===== src/sv/button_layer_event_scanner_defines.svh =====
// assertion macros for the button layer event scanner
// used by modules that carry concurrent checks, no other dependencies
`ifndef BUTTON_LAYER_EVENT_SCANNER_DEFINES_SVH
`define BUTTON_LAYER_EVENT_SCANNER_DEFINES_SVH

`ifndef SYNTH
`define BLES_ASSERT(name, clk, rst_n, ante, cons) \
    name: assert property (@(posedge clk) disable iff (!rst_n) (ante) |-> (cons)) \
        else $error("scanner check failed");
`define BLES_ASSERT_NEXT(name, clk, rst_n, ante, cons) \
    name: assert property (@(posedge clk) disable iff (!rst_n) (ante) |=> (cons)) \
        else $error("scanner check failed");
`else
`define BLES_ASSERT(name, clk, rst_n, ante, cons)
`define BLES_ASSERT_NEXT(name, clk, rst_n, ante, cons)
`endif

`endif


===== src/sv/bles_pkg.sv =====
// types and constants shared by the button layer event scanner
// no dependencies
package bles_pkg;

    localparam int NUM_BUTTONS = 13;
    localparam int BTN_IDX_W   = 4;
    localparam int HOLD_W      = 16;
    localparam int CFG_IDX_W   = 3;
    localparam int CFG_DATA_W  = 16;

    localparam logic [HOLD_W-1:0] HOLD_MAX = '1;

    localparam logic [NUM_BUTTONS-1:0] RST_ACTIVE_LOW_MASK = 13'd8191;
    localparam logic                   RST_POWER_ACTIVE_LOW = 1'b1;
    localparam logic [NUM_BUTTONS-1:0] RST_NORMAL_MASK     = 13'd8191;
    localparam logic [NUM_BUTTONS-1:0] RST_SPECIAL_MASK    = 13'd2319;
    localparam logic [NUM_BUTTONS-1:0] RST_SYSRQ_MASK      = 13'd2063;
    localparam logic [BTN_IDX_W-1:0]   RST_ALT_INDEX       = 4'd10;
    localparam logic [HOLD_W-1:0]      RST_LONG_PRESS      = 16'd100;
    localparam logic [HOLD_W-1:0]      RST_POWEROFF        = 16'd250;

    typedef enum logic [CFG_IDX_W-1:0] {
        CFG_ACTIVE_LOW_MASK  = 3'd0,
        CFG_POWER_ACTIVE_LOW = 3'd1,
        CFG_NORMAL_MASK      = 3'd2,
        CFG_SPECIAL_MASK     = 3'd3,
        CFG_SYSRQ_MASK       = 3'd4,
        CFG_ALT_INDEX        = 3'd5,
        CFG_LONG_PRESS       = 3'd6,
        CFG_POWEROFF         = 3'd7
    } t_cfg_reg;

    typedef enum logic [2:0] {
        KIND_NORMAL   = 3'd0,
        KIND_SPECIAL  = 3'd1,
        KIND_SYSRQ    = 3'd2,
        KIND_TAP      = 3'd3,
        KIND_POWEROFF = 3'd4
    } t_kind;

    typedef enum logic [1:0] {
        LAYER_NORMAL  = 2'd0,
        LAYER_SPECIAL = 2'd1,
        LAYER_SYSRQ   = 2'd2
    } t_layer;

    typedef struct packed {
        logic [NUM_BUTTONS-1:0] raw_buttons;
        logic                   raw_power;
    } t_in_word;

    typedef struct packed {
        t_kind                event_kind;
        logic [BTN_IDX_W-1:0] button;
        logic                 pressed;
        logic                 last;
    } t_out_word;

    typedef struct packed {
        logic   accept;
        t_layer layer;
    } t_lane_ctl;

    typedef struct packed {
        logic accept;
        logic slider_on;
        logic alt;
        logic any_pressed;
    } t_hold_ctl;

    typedef struct packed {
        logic [NUM_BUTTONS-1:0] events;
        logic [NUM_BUTTONS-1:0] levels;
        t_kind                  kind;
        logic                   tap;
        logic                   off;
    } t_job;

endpackage


===== src/sv/bles_lane.sv =====
// one button lane: polarity correction, per-layer seen state, change detect
// depends on bles_pkg
module bles_lane
    import bles_pkg::*;
(
    input  logic      i_clk,
    input  logic      i_rst_n,
    input  logic      i_raw,
    input  logic      i_active_low,
    input  logic      i_normal_en,
    input  logic      i_special_en,
    input  logic      i_sysrq_en,
    input  t_lane_ctl i_ctl,
    output logic      o_level,
    output logic      o_event
);

    logic r_normal_seen;
    logic r_special_seen;
    logic r_sysrq_seen;

    assign o_level = i_raw ^ i_active_low;

    always_comb begin
        unique case (i_ctl.layer)
            LAYER_NORMAL:  o_event = (o_level ^ r_normal_seen) & i_normal_en;
            LAYER_SPECIAL: o_event = (o_level ^ r_special_seen) & i_special_en;
            LAYER_SYSRQ:   o_event = (o_level ^ r_sysrq_seen) & o_level & i_sysrq_en;
            default:       o_event = 1'b0;
        endcase
    end

    always_ff @(posedge i_clk) begin
        if (!i_rst_n) begin
            r_normal_seen  <= 1'b0;
            r_special_seen <= 1'b0;
            r_sysrq_seen   <= 1'b0;
        end else if (i_ctl.accept) begin
            case (i_ctl.layer)
                LAYER_NORMAL:  r_normal_seen  <= o_level;
                LAYER_SPECIAL: r_special_seen <= o_level;
                LAYER_SYSRQ:   r_sysrq_seen   <= o_level;
                default: ;
            endcase
        end
    end

endmodule


===== src/sv/bles_hold.sv =====
// slider hold counter with power tap and power-off thresholds
// depends on bles_pkg
module bles_hold
    import bles_pkg::*;
(
    input  logic              i_clk,
    input  logic              i_rst_n,
    input  t_hold_ctl         i_ctl,
    input  logic [HOLD_W-1:0] i_long_press,
    input  logic [HOLD_W-1:0] i_poweroff,
    output logic              o_tap,
    output logic              o_off
);

    logic              r_was_on;
    logic [HOLD_W-1:0] r_count;
    logic              n_was_on;
    logic [HOLD_W-1:0] n_count;

    always_comb begin
        n_was_on = r_was_on;
        n_count  = r_count;
        o_tap    = 1'b0;
        o_off    = 1'b0;
        if (!i_ctl.slider_on) begin
            n_count  = '0;
            n_was_on = 1'b0;
        end else if (i_ctl.alt) begin
            n_count = '0;
        end else begin
            if (!r_was_on) begin
                n_count = HOLD_W'(1);
            end else if (r_count != '0) begin
                o_tap = (r_count == i_long_press);
                o_off = (r_count == i_poweroff);
                if (r_count != HOLD_MAX) begin
                    n_count = r_count + 1'b1;
                end
            end
            if (i_ctl.any_pressed) begin
                n_count = '0;
            end
            n_was_on = 1'b1;
        end
    end

    always_ff @(posedge i_clk) begin
        if (!i_rst_n) begin
            r_was_on <= 1'b0;
            r_count  <= '0;
        end else if (i_ctl.accept) begin
            r_was_on <= n_was_on;
            r_count  <= n_count;
        end
    end

endmodule


===== src/sv/bles_merge.sv =====
// merges lane events into ascending results, then tap and power-off
// depends on bles_pkg and the scanner assertion macros
`include "button_layer_event_scanner_defines.svh"

module bles_merge
    import bles_pkg::*;
(
    input  logic      i_clk,
    input  logic      i_rst_n,
    input  logic      i_load_en,
    input  t_job      i_load,
    input  logic      i_out_stall,
    output logic      o_out_valid,
    output t_out_word o_out_word,
    output logic      o_busy
);

    logic [NUM_BUTTONS-1:0] r_pend;
    logic [NUM_BUTTONS-1:0] r_levels;
    t_kind                  r_kind;
    logic                   r_tap;
    logic                   r_off;
    logic                   r_out_valid;
    t_out_word              r_out_word;

    logic [NUM_BUTTONS-1:0] w_low;
    logic [NUM_BUTTONS-1:0] w_rest;
    logic [BTN_IDX_W-1:0]   w_idx;
    logic                   w_active;
    logic                   w_step;
    t_out_word              w_res;

    assign w_low    = r_pend & (~r_pend + 1'b1);
    assign w_rest   = r_pend & ~w_low;
    assign w_active = (r_pend != '0) | r_tap | r_off;
    assign w_step   = w_active & (!r_out_valid | !i_out_stall);

    always_comb begin
        w_idx = '0;
        for (int i = 0; i < NUM_BUTTONS; i++) begin
            if (w_low[i]) begin
                w_idx = w_idx | BTN_IDX_W'(i);
            end
        end
    end

    always_comb begin
        if (r_pend != '0) begin
            w_res.event_kind = r_kind;
            w_res.button     = w_idx;
            w_res.pressed    = |(r_levels & w_low);
            w_res.last       = (w_rest == '0) & !r_tap & !r_off;
        end else if (r_tap) begin
            w_res.event_kind = KIND_TAP;
            w_res.button     = '0;
            w_res.pressed    = 1'b1;
            w_res.last       = !r_off;
        end else begin
            w_res.event_kind = KIND_POWEROFF;
            w_res.button     = '0;
            w_res.pressed    = 1'b1;
            w_res.last       = 1'b1;
        end
    end

    assign o_busy = w_active & !(w_step & w_res.last);

    always_ff @(posedge i_clk) begin
        if (!i_rst_n) begin
            r_pend <= '0;
            r_tap  <= 1'b0;
            r_off  <= 1'b0;
        end else if (i_load_en) begin
            r_pend <= i_load.events;
            r_tap  <= i_load.tap;
            r_off  <= i_load.off;
        end else if (w_step) begin
            if (r_pend != '0) begin
                r_pend <= w_rest;
            end else if (r_tap) begin
                r_tap <= 1'b0;
            end else begin
                r_off <= 1'b0;
            end
        end
    end

    always_ff @(posedge i_clk) begin
        if (i_load_en) begin
            r_levels <= i_load.levels;
            r_kind   <= i_load.kind;
        end
    end

    always_ff @(posedge i_clk) begin
        if (!i_rst_n) begin
            r_out_valid <= 1'b0;
        end else if (w_step) begin
            r_out_valid <= 1'b1;
        end else if (!i_out_stall) begin
            r_out_valid <= 1'b0;
        end
    end

    always_ff @(posedge i_clk) begin
        if (w_step) begin
            r_out_word <= w_res;
        end
    end

    assign o_out_valid = r_out_valid;
    assign o_out_word  = r_out_word;

    `BLES_ASSERT(a_low_onehot, i_clk, i_rst_n, r_pend != '0, $onehot(w_low))
    `BLES_ASSERT(a_load_when_free, i_clk, i_rst_n, i_load_en, !w_active || (w_step && w_res.last))
    `BLES_ASSERT_NEXT(a_step_fills_out, i_clk, i_rst_n, w_step, r_out_valid)
    `BLES_ASSERT_NEXT(a_step_drains, i_clk, i_rst_n, w_step && !i_load_en && r_pend != '0, $countones(r_pend) + 1 == $countones($past(r_pend)))

endmodule


===== src/sv/button_layer_event_scanner.sv =====
// Button layer event scanner: one scan word per tick gives zero to fifteen event words.
// A scan word is accepted in any cycle in which the previous word's events are gone from
// the merge stage or its last event moves into the output register in that cycle. The
// merge stage puts out one event per cycle, unless the output is stalled, in ascending
// button order followed by the power tap and the power-off request. Thirteen button lanes
// and the hold counter evaluate a whole word in the accept cycle. The configuration port
// is always ready and must be written only while no events are outstanding, which the
// block itself does not enforce.
module button_layer_event_scanner
    import bles_pkg::*;
(
    input  logic                  i_clk,
    input  logic                  i_rst_n,
    input  logic                  i_in_valid,
    input  t_in_word              i_in_word,
    output logic                  o_in_stall,
    output logic                  o_out_valid,
    output t_out_word             o_out_word,
    input  logic                  i_out_stall,
    input  logic                  i_cfg_valid,
    output logic                  o_cfg_ready,
    input  logic [CFG_IDX_W-1:0]  i_cfg_index,
    input  logic [CFG_DATA_W-1:0] i_cfg_data
);

    logic [NUM_BUTTONS-1:0] r_active_low_mask;
    logic                   r_power_active_low;
    logic [NUM_BUTTONS-1:0] r_normal_mask;
    logic [NUM_BUTTONS-1:0] r_special_mask;
    logic [NUM_BUTTONS-1:0] r_sysrq_mask;
    logic [BTN_IDX_W-1:0]   r_alt_index;
    logic [HOLD_W-1:0]      r_long_press;
    logic [HOLD_W-1:0]      r_poweroff;

    logic                   w_accept;
    logic [NUM_BUTTONS-1:0] w_level;
    logic [NUM_BUTTONS-1:0] w_event;
    logic                   w_slider_on;
    logic                   w_alt;
    t_layer                 w_layer;
    t_lane_ctl              w_lane_ctl;
    t_hold_ctl              w_hold_ctl;
    logic                   w_tap;
    logic                   w_off;
    t_job                   w_job;

    assign o_cfg_ready = 1'b1;

    always_ff @(posedge i_clk) begin
        if (!i_rst_n) begin
            r_active_low_mask  <= RST_ACTIVE_LOW_MASK;
            r_power_active_low <= RST_POWER_ACTIVE_LOW;
            r_normal_mask      <= RST_NORMAL_MASK;
            r_special_mask     <= RST_SPECIAL_MASK;
            r_sysrq_mask       <= RST_SYSRQ_MASK;
            r_alt_index        <= RST_ALT_INDEX;
            r_long_press       <= RST_LONG_PRESS;
            r_poweroff         <= RST_POWEROFF;
        end else if (i_cfg_valid && o_cfg_ready) begin
            unique case (t_cfg_reg'(i_cfg_index))
                CFG_ACTIVE_LOW_MASK:  r_active_low_mask  <= i_cfg_data[NUM_BUTTONS-1:0];
                CFG_POWER_ACTIVE_LOW: r_power_active_low <= i_cfg_data[0];
                CFG_NORMAL_MASK:      r_normal_mask      <= i_cfg_data[NUM_BUTTONS-1:0];
                CFG_SPECIAL_MASK:     r_special_mask     <= i_cfg_data[NUM_BUTTONS-1:0];
                CFG_SYSRQ_MASK:       r_sysrq_mask       <= i_cfg_data[NUM_BUTTONS-1:0];
                CFG_ALT_INDEX:        r_alt_index        <= i_cfg_data[BTN_IDX_W-1:0];
                CFG_LONG_PRESS:       r_long_press       <= i_cfg_data[HOLD_W-1:0];
                CFG_POWEROFF:         r_poweroff         <= i_cfg_data[HOLD_W-1:0];
                default: ;
            endcase
        end
    end

    assign w_accept    = i_in_valid & !o_in_stall;
    assign w_slider_on = i_in_word.raw_power ^ r_power_active_low;

    // alternate index past the last button never reads as held
    assign w_alt = (r_alt_index < BTN_IDX_W'(NUM_BUTTONS)) && w_level[r_alt_index];

    always_comb begin
        if (!w_slider_on) begin
            w_layer = LAYER_NORMAL;
        end else if (w_alt) begin
            w_layer = LAYER_SYSRQ;
        end else begin
            w_layer = LAYER_SPECIAL;
        end
    end

    assign w_lane_ctl.accept = w_accept;
    assign w_lane_ctl.layer  = w_layer;

    for (genvar g = 0; g < NUM_BUTTONS; g++) begin : g_lane
        bles_lane u_lane (
            .i_clk        (i_clk),
            .i_rst_n      (i_rst_n),
            .i_raw        (i_in_word.raw_buttons[g]),
            .i_active_low (r_active_low_mask[g]),
            .i_normal_en  (r_normal_mask[g]),
            .i_special_en (r_special_mask[g]),
            .i_sysrq_en   (r_sysrq_mask[g]),
            .i_ctl        (w_lane_ctl),
            .o_level      (w_level[g]),
            .o_event      (w_event[g])
        );
    end

    assign w_hold_ctl.accept      = w_accept;
    assign w_hold_ctl.slider_on   = w_slider_on;
    assign w_hold_ctl.alt         = w_alt;
    assign w_hold_ctl.any_pressed = |w_level;

    bles_hold u_hold (
        .i_clk        (i_clk),
        .i_rst_n      (i_rst_n),
        .i_ctl        (w_hold_ctl),
        .i_long_press (r_long_press),
        .i_poweroff   (r_poweroff),
        .o_tap        (w_tap),
        .o_off        (w_off)
    );

    always_comb begin
        w_job.events = w_event;
        w_job.levels = w_level;
        w_job.tap    = w_tap;
        w_job.off    = w_off;
        unique case (w_layer)
            LAYER_NORMAL:  w_job.kind = KIND_NORMAL;
            LAYER_SPECIAL: w_job.kind = KIND_SPECIAL;
            LAYER_SYSRQ:   w_job.kind = KIND_SYSRQ;
            default:       w_job.kind = KIND_NORMAL;
        endcase
    end

    bles_merge u_merge (
        .i_clk       (i_clk),
        .i_rst_n     (i_rst_n),
        .i_load_en   (w_accept),
        .i_load      (w_job),
        .i_out_stall (i_out_stall),
        .o_out_valid (o_out_valid),
        .o_out_word  (o_out_word),
        .o_busy      (o_in_stall)
    );

endmodule

===== config.mk =====
export PLATFORM = sky130hd
export DESIGN_NAME = button_layer_event_scanner
export DESIGN_NICKNAME = d
export VERILOG_FILES = /design/src/sv/bles_pkg.sv /design/src/sv/bles_lane.sv /design/src/sv/bles_hold.sv /design/src/sv/bles_merge.sv /design/src/sv/button_layer_event_scanner.sv
export VERILOG_INCLUDE_DIRS = /design/src /design/src/sv
export SDC_FILE = /design/constraint.sdc
export NUM_CORES = 1
export LEC_CHECK = 0
export ABC_AREA = 1
export BUFFER_PORTS_ARGS = -buffer_cell sky130_fd_sc_hd__clkbuf_2
export CAP_MARGIN = 20
export CORE_AREA = 3 3 162 125
export CTS_CLUSTER_DIAMETER = 200
export CTS_CLUSTER_SIZE = 40
export DETAILED_ROUTE_END_ITERATION = 16
export DIE_AREA = 0 0 165 128
export GPL_TIMING_DRIVEN = 0
export PLACE_DENSITY = 0.69
export SYNTH_ARGS = -nofsm -noshare
export SYNTH_HDL_FRONTEND = slang
export SYNTH_SLANG_ARGS = --single-unit

===== constraint.sdc =====
create_clock -name i_clk -period 1.9 [get_ports i_clk]
set_input_delay 0.19 -clock i_clk [delete_from_list [all_inputs] [get_ports i_clk]]
set_output_delay 0.19 -clock i_clk [all_outputs]
set_load 0.02 [all_outputs]

# After elaboration in Yosys (flattened, before gate mapping)
# Index checks and enable logic that the tools add are counted.
dict set report op_classes {
  add_sub_neg 2
  magnitude_cmp 2
  eq_ne 18
  n_mux 60
  n_bitwise 119
  reduce_logical 32
}
# op count
set op_table {}
lappend op_table {{16-bit two-way mux} 6}
lappend op_table {{1-bit bitwise AND} 58}
lappend op_table {{1-bit XOR} 53}
lappend op_table {{13-bit bitwise AND} 3}
lappend op_table {{13-bit two-way mux} 3}
lappend op_table {{1-bit one-hot mux with 3 select lines} 13}
lappend op_table {{16-bit equality test} 2}
lappend op_table {{2-bit AND reduction} 14}
lappend op_table {{13-bit inverter} 2}
lappend op_table {{13-bit OR reduction} 2}
lappend op_table {{1-bit two-way mux} 21}
lappend op_table {{4-bit two-way mux} 5}
lappend op_table {{9-bit two-way mux} 2}
lappend op_table {{16-bit by 1-bit adder with 16-bit output (second input constant)} 1}
lappend op_table {{16-bit inequality test (second input constant)} 1}
lappend op_table {{16-bit nonzero test} 1}
lappend op_table {{13-bit by 1-bit adder with 13-bit output (second input constant)} 1}
lappend op_table {{13-bit zero test} 1}
lappend op_table {{13-bit nonzero test} 1}
lappend op_table {{3-bit equality test (second input constant)} 4}
lappend op_table {{3-bit two-way mux} 4}
lappend op_table {{5-bit by 4-bit inequality test with 1-bit output (second input constant)} 2}
lappend op_table {{2-bit two-way mux} 4}
lappend op_table {{3-bit by 2-bit equality test with 1-bit output (second input constant)} 2}
lappend op_table {{other kinds (16)} 27}
dict set report totals {
  regBits 186
  input_bits 38
}

# Depth between registers and ports, before layout
dict set report logic_depth {
  ltp_word 23
  depth_mapped 17
}

# By module
# A second synthesis with hierarchy kept.
dict set report unflattened {
  hier_cells 1467
  hier_area_um2 10472.5
}
# mod instances cells_each area_per_inst_um2 seq_area_each_um2
set by_module_without_submodules {}
lappend by_module_without_submodules {button_layer_event_scanner 1 456 3405.8 1781.7}
lappend by_module_without_submodules {bles_lane 13 37 259.0 60.1}
lappend by_module_without_submodules {bles_merge 1 240 1986.9 1071.0}
lappend by_module_without_submodules {bles_hold 1 290 1712.9 340.3}

# Worst setup path before layout
# OpenSTA, ideal clock, no wires.
dict set report synth_path {
  path_type {register -> register}
  from {register u_merge.r_pend[4]}
  to {register u_merge.r_pend[7]}
  t_arrival_ns 1.948
  required_ns 1.768
  slack_ns -0.180
  stages_incl_launch_ff 13
  synth_period_minus_slack_ns 2.080
  cell_sequence {dfxtp_1 > nor2_1 > nand2_1 > nor2_4 > nand2_2 > inv_2 > nand2_2 > nor2_2 > nor2_1 > nand2_1 > clkbuf_1 > o21ai_0 > a21oi_1}
}
# item line_no
set synth_lines {}
lappend synth_lines {{from (decl)} bles_merge.sv:18} ;# logic [NUM_BUTTONS-1:0] r_pend;
lappend synth_lines {{from (signal assigned)} bles_merge.sv:74} ;# r_pend <= i_load.events;
lappend synth_lines {{from (signal assigned)} bles_merge.sv:79} ;# r_pend <= w_rest;
lappend synth_lines {{13-bit nonzero test (*)} bles_merge.sv:35} ;# assign w_active = (r_pend != '0) | r_tap | r_off;
lappend synth_lines {{1-bit OR (*) (2 in series)} bles_merge.sv:35}
lappend synth_lines {{1-bit bitwise AND (*)} bles_merge.sv:36} ;# assign w_step = w_active & (!r_out_valid | !i_out_stall);
lappend synth_lines {{named net u_merge.w_step} bles_merge.sv:30} ;# logic w_step;
lappend synth_lines {{1-bit bitwise AND} bles_merge.sv:66} ;# assign o_busy = w_active & !(w_step & w_res.last);
lappend synth_lines {{1-bit zero test} bles_merge.sv:66}
lappend synth_lines {{1-bit bitwise AND} bles_merge.sv:66}
lappend synth_lines {{1-bit zero test} button_layer_event_scanner.sv:74} ;# assign w_accept = i_in_valid & !o_in_stall;
lappend synth_lines {{1-bit bitwise AND} button_layer_event_scanner.sv:74}
lappend synth_lines {{2-bit nonzero test (no source line)} n/a}
lappend synth_lines {{2-bit AND reduction (no source line)} n/a}
# Mark *: on every way through the listed nets, which the timed path passes. The rest lies on a longest branch. The select of a mux whose other input is x is not followed.
# A chain may end at the register's enable or synchronous reset.

# Final worst setup path
dict set report layout_path {
  from {register u_merge.r_pend[1]}
  to {output o_in_stall}
}
dict set report layout_between {
  elab_chain_cells 12
}
# item line_no
set layout_rtl {}
lappend layout_rtl {{13-bit inverter} bles_merge.sv:33} ;# assign w_low = r_pend & (~r_pend + 1'b1);
lappend layout_rtl {{13-bit by 1-bit adder with 13-bit output} bles_merge.sv:33}
lappend layout_rtl {{13-bit bitwise AND} bles_merge.sv:33}
lappend layout_rtl {{13-bit inverter} bles_merge.sv:34} ;# assign w_rest = r_pend & ~w_low;
lappend layout_rtl {{13-bit bitwise AND} bles_merge.sv:34}
lappend layout_rtl {{13-bit zero test} bles_merge.sv:52} ;# w_res.last = (w_rest == '0) & !r_tap & !r_off;
lappend layout_rtl {{1-bit bitwise AND (2 in series)} bles_merge.sv:52}
lappend layout_rtl {{9-bit two-way mux} bles_merge.sv:48} ;# if (r_pend != '0) begin
lappend layout_rtl {{1-bit bitwise AND} bles_merge.sv:66}
lappend layout_rtl {{1-bit zero test} bles_merge.sv:66}
lappend layout_rtl {{1-bit bitwise AND (*)} bles_merge.sv:66}
lappend layout_rtl {{to (decl)} button_layer_event_scanner.sv:16} ;# output logic o_in_stall,
# Every way passes the cells marked *; elsewhere a longest branch is shown, timed or not.

==> flow_summary.yaml <==
status:
  violations: "negative setup slack"
  status: "complete, but fails checks"
timing:
  drv_slew: 0
  fin_ws_ps: -534
  rsz0062_at_grt: "true"
  finalHoldViolCount: 0
  fin_crit_ps: 2430
  fin_crit_sh_pct: 128
  fmax_mhz: 411
  clock_skew_ps: 9.24
  fin_hold_ws_ps: 17.5
  slew_headroom_pct: 42.7
  setup_viol: 87
  worst_slew_pin_slew_ps: 859
critical_path:
  reg2reg_from: "u_merge.r_pend[1]"
  cp_top_family: "simple AND/OR/NAND/NOR gates"
  worstSetupPathType: "reg -> out"
  critPathMaxStageDelay_ps: 360
  worstSetupStartpoint: "u_merge.r_pend[1]"
  cp-end-kind: "primary output"
  path_cells: "nor2_4 -> nand2_4 -> o21ai_4 -> nand2_1 -> nor2_1 -> nand3_1 -> nand2_1 -> nand3_2 -> nand2_4 -> buf_8 -> buf_6 -> inv_4 -> buf_8"
  critPathLaunchType: "flop"
  worstPathRequired_ps: 1710
  crit_fanout: 6
  crit_buf_inv: 4
  cp_data_arrival_time_ps: 2240
  slowest_stage: "dfxtp_4"
cts:
  cts_max_level: 4
  clk_pin_slew_worst_paths_ps: 70
  cts_tree: "yes"
  numCtsBuffers: 17
  clock_sinks: 185
  clkLatencyLatePin_ps: 440
  cts_buffer_depth: 2
  clockRootBuffer: "clkbuf_16"
logic_synthesis:
  async_flop_share_pct: 0
  ys.warnings.count: 0
  syn_inst: 1363
  syn_nets: 1403
  syn_area_per_cell_um2: 6.85
  synth.distinct_cells: 42
  ys_dominant_reg_cell: "dfxtp_1"
  synth.yosys.seq_area_share_pct: 42.3
  ys_seq_elements: 185
  synth-edff-count: 24
  mappedNetlistArea_um2: 9330
grt:
  gr-usage-all-layers_pct: 30.5
  grt_pass1_vias: 8737
  grt_max_degree: 17
  antenna_found_initial: 0
  grt_pass1_wl_um: 49200
  grt_overflow: 0
route:
  ant_nets: 0
  route.detailed.drc: 0
  wire_per_inst_um: 18.2
  via_count: 9695
  first_pass_iters: 5
  via_per_inst: 5.52
  first_iter_violations: 1158
  wl_um: 31900
flow_run:
  maxCapViolCount: 0
finish:
  syn_to_final_growth_pct: 27.2
  fin_nets: 1536
  finalNonFillerCells: 1756
  final_common_cell: "nand2_1"
  n_fill_cell: 1658
  postLayoutCellArea_um2: 11900
  drive_gt1_share_pct: 19.8
  layout_common_cells: "nand2_1 (297), nor2_1 (217), dfxtp_1 (150)"
  antennaDiodeCount: 0
  post-route-util_pct: 64.0
floorplanning:
  start_util_pct: 50.3
  die_w_um: 165
  core_um2: 18600
  fp-row-count: 43
  dieArea_um2: 21100
  io_pins: 50
  die_h_um: 128
power_and_ir_drop:
  power.clock.fraction_pct: 19.0
  p_leak_nw: 5.38
  p_per_area_nw_per_um2: 1650
  p_sw_mw: 7.77
  p_sw_share_pct: 39.8
  ir_worst_vdd_mv: 1.65
  p_int_mw: 11.8
  seq_power_share_pct: 28.0
  p_comb_share_pct: 53.0
place:
  portBuffers: 47
  dp.cells: 1657
  place_congestion: 0.947
  dp_hpwl_um: 21600
  dpl_cell_area_um2: 9930
min_path:
  min_from: "i_cfg_data[15]"
  hp-class: "in -> reg"
==> worst min-delay path: stages <==
cell	delay (ps)
clkbuf_2	100
nor2_1	50
nor2_1	80
==> kinds of logic after synthesis <==
logic type,after synthesis,share of synthesized area [%]
compound gates,162,9.49
xor+xnor,38,3.65
other cells,1,0.0402
simple gates,770,35.5
fa+ha+maj,2,0.268
flops,185,42.3
buf+inv,205,8.80
==> path summary, 6_finish.rpt <==
| check | to | slack (ps) | cells after the start |
|---|---|---|---|
| min reg2reg | r_special_mask[1] | 460 | 2 |
| max | o_in_stall | -530 | 13 |
| max reg2reg | u_hold.r_count[0] | -490 | 16 |
| min | r_long_press[15] | 20 | 3 |
==> state kept, by name (all words and copies together), names as in the netlist, 2 cells and up <==
signal and count:
g_lane.u_lane.r_normal_seen 13, g_lane.u_lane.r_special_seen 13, g_lane.u_lane.r_sysrq_seen 13, r_active_low_mask 13, r_alt_index 4, r_long_press 16
r_normal_mask 13, r_poweroff 16, r_special_mask 13, r_sysrq_mask 13, u_hold.r_count 16, u_merge.o_out_word 9
u_merge.r_kind 2, u_merge.r_levels 13, u_merge.r_pend 13
==> cell type report <==
class / count / area (um2) / share of cell area, %
Buffer: 57 / 347 / 2.92
Sequential cell: 185 / 3960 / 33.4
Timing Repair Buffer: 120 / 1060 / 8.93
Multi-Input combinational cell: 974 / 5060 / 42.6
Clock inverter: 11 / 134 / 1.13
Clock buffer: 21 / 462 / 3.89
Inverter: 141 / 541 / 4.55
Tap cell: 247 / 309 / 2.60
==> routing by layer <==
layer	vias to the layer above	track usage [%]	wire, um
li1	4653	-	-
met1	4493	45.3	14100
met2	501	43.8	13500
met3	48	8.56	3760
met4	0	6.76	484
met5	-	0	0
==> power groups by stage <==
| stage | Combinational [mW] | Clock (mW) | Sequential, mW |
|---|---|---|---|
| 4_1_cts | 9.26 | 3.67 | 5.44 |
| 3_3_place_gp | 5.89 | 0 | 5.50 |
| 5_1_grt | 11.1 | 3.86 | 5.55 |
| 6_report | 10.4 | 3.71 | 5.47 |
| 2_1_floorplan | 4.34 | 0 | 5.54 |
| 3_5_place_dp | 6.00 | 0 | 5.51 |
==> cells in the mapped netlist (2+ instances only) <==
master / count / area share [%]
nor2_2: 2 / 0.13
nand3_1: 110 / 5.9
clkinv_1: 2 / 0.080
buf_4: 6 / 0.48
nand4_1: 42 / 2.8
o31ai_1: 2 / 0.16
a21oi_1: 60 / 3.2
nand2_1: 331 / 13
nor3_1: 15 / 0.80
o211ai_1: 9 / 0.72
nor4_1: 10 / 0.67
clkbuf_1: 44 / 1.8
nand2_2: 5 / 0.34
inv_2: 4 / 0.16
xnor2_1: 22 / 2.1
o2111ai_1: 2 / 0.19
o21bai_1: 5 / 0.40
nor2_1: 235 / 9.5
nand3_4: 2 / 0.38
nor2_4: 5 / 0.60
or2_2: 7 / 0.47
edfxtp_1: 24 / 7.7
o21ai_0: 76 / 4.1
inv_1: 135 / 5.4
buf_2: 11 / 0.59
nand3_2: 4 / 0.43
xor2_1: 15 / 1.4
ha_1: 2 / 0.27
a21oi_2: 2 / 0.19
buf_6: 2 / 0.24
dfxtp_1: 161 / 35
==> metrics by stage <==
step | TNS [ps] | setup WS, ps | power [mW]
after floorplan | -440 | -23.6 | 9.88
final | -35750 | -534 | 19.5
after CTS | -35620 | -521 | 18.4
after global routing | -44170 | -613 | 20.5
after detailed placement | -47620 | -758 | 11.5
after global placement | -45240 | -728 | 11.4
==> what timing repair did <==
item                                   CTS  global route
buffers inserted                        42            26
cloned                                   9             0
pin swaps                               24            29
resized for setup                      118            77
hold buffers                             2             0
setup endpoints to repair               89            89
endpoints found under the hold margin    2             0
(Power assumes the default switching activity.)
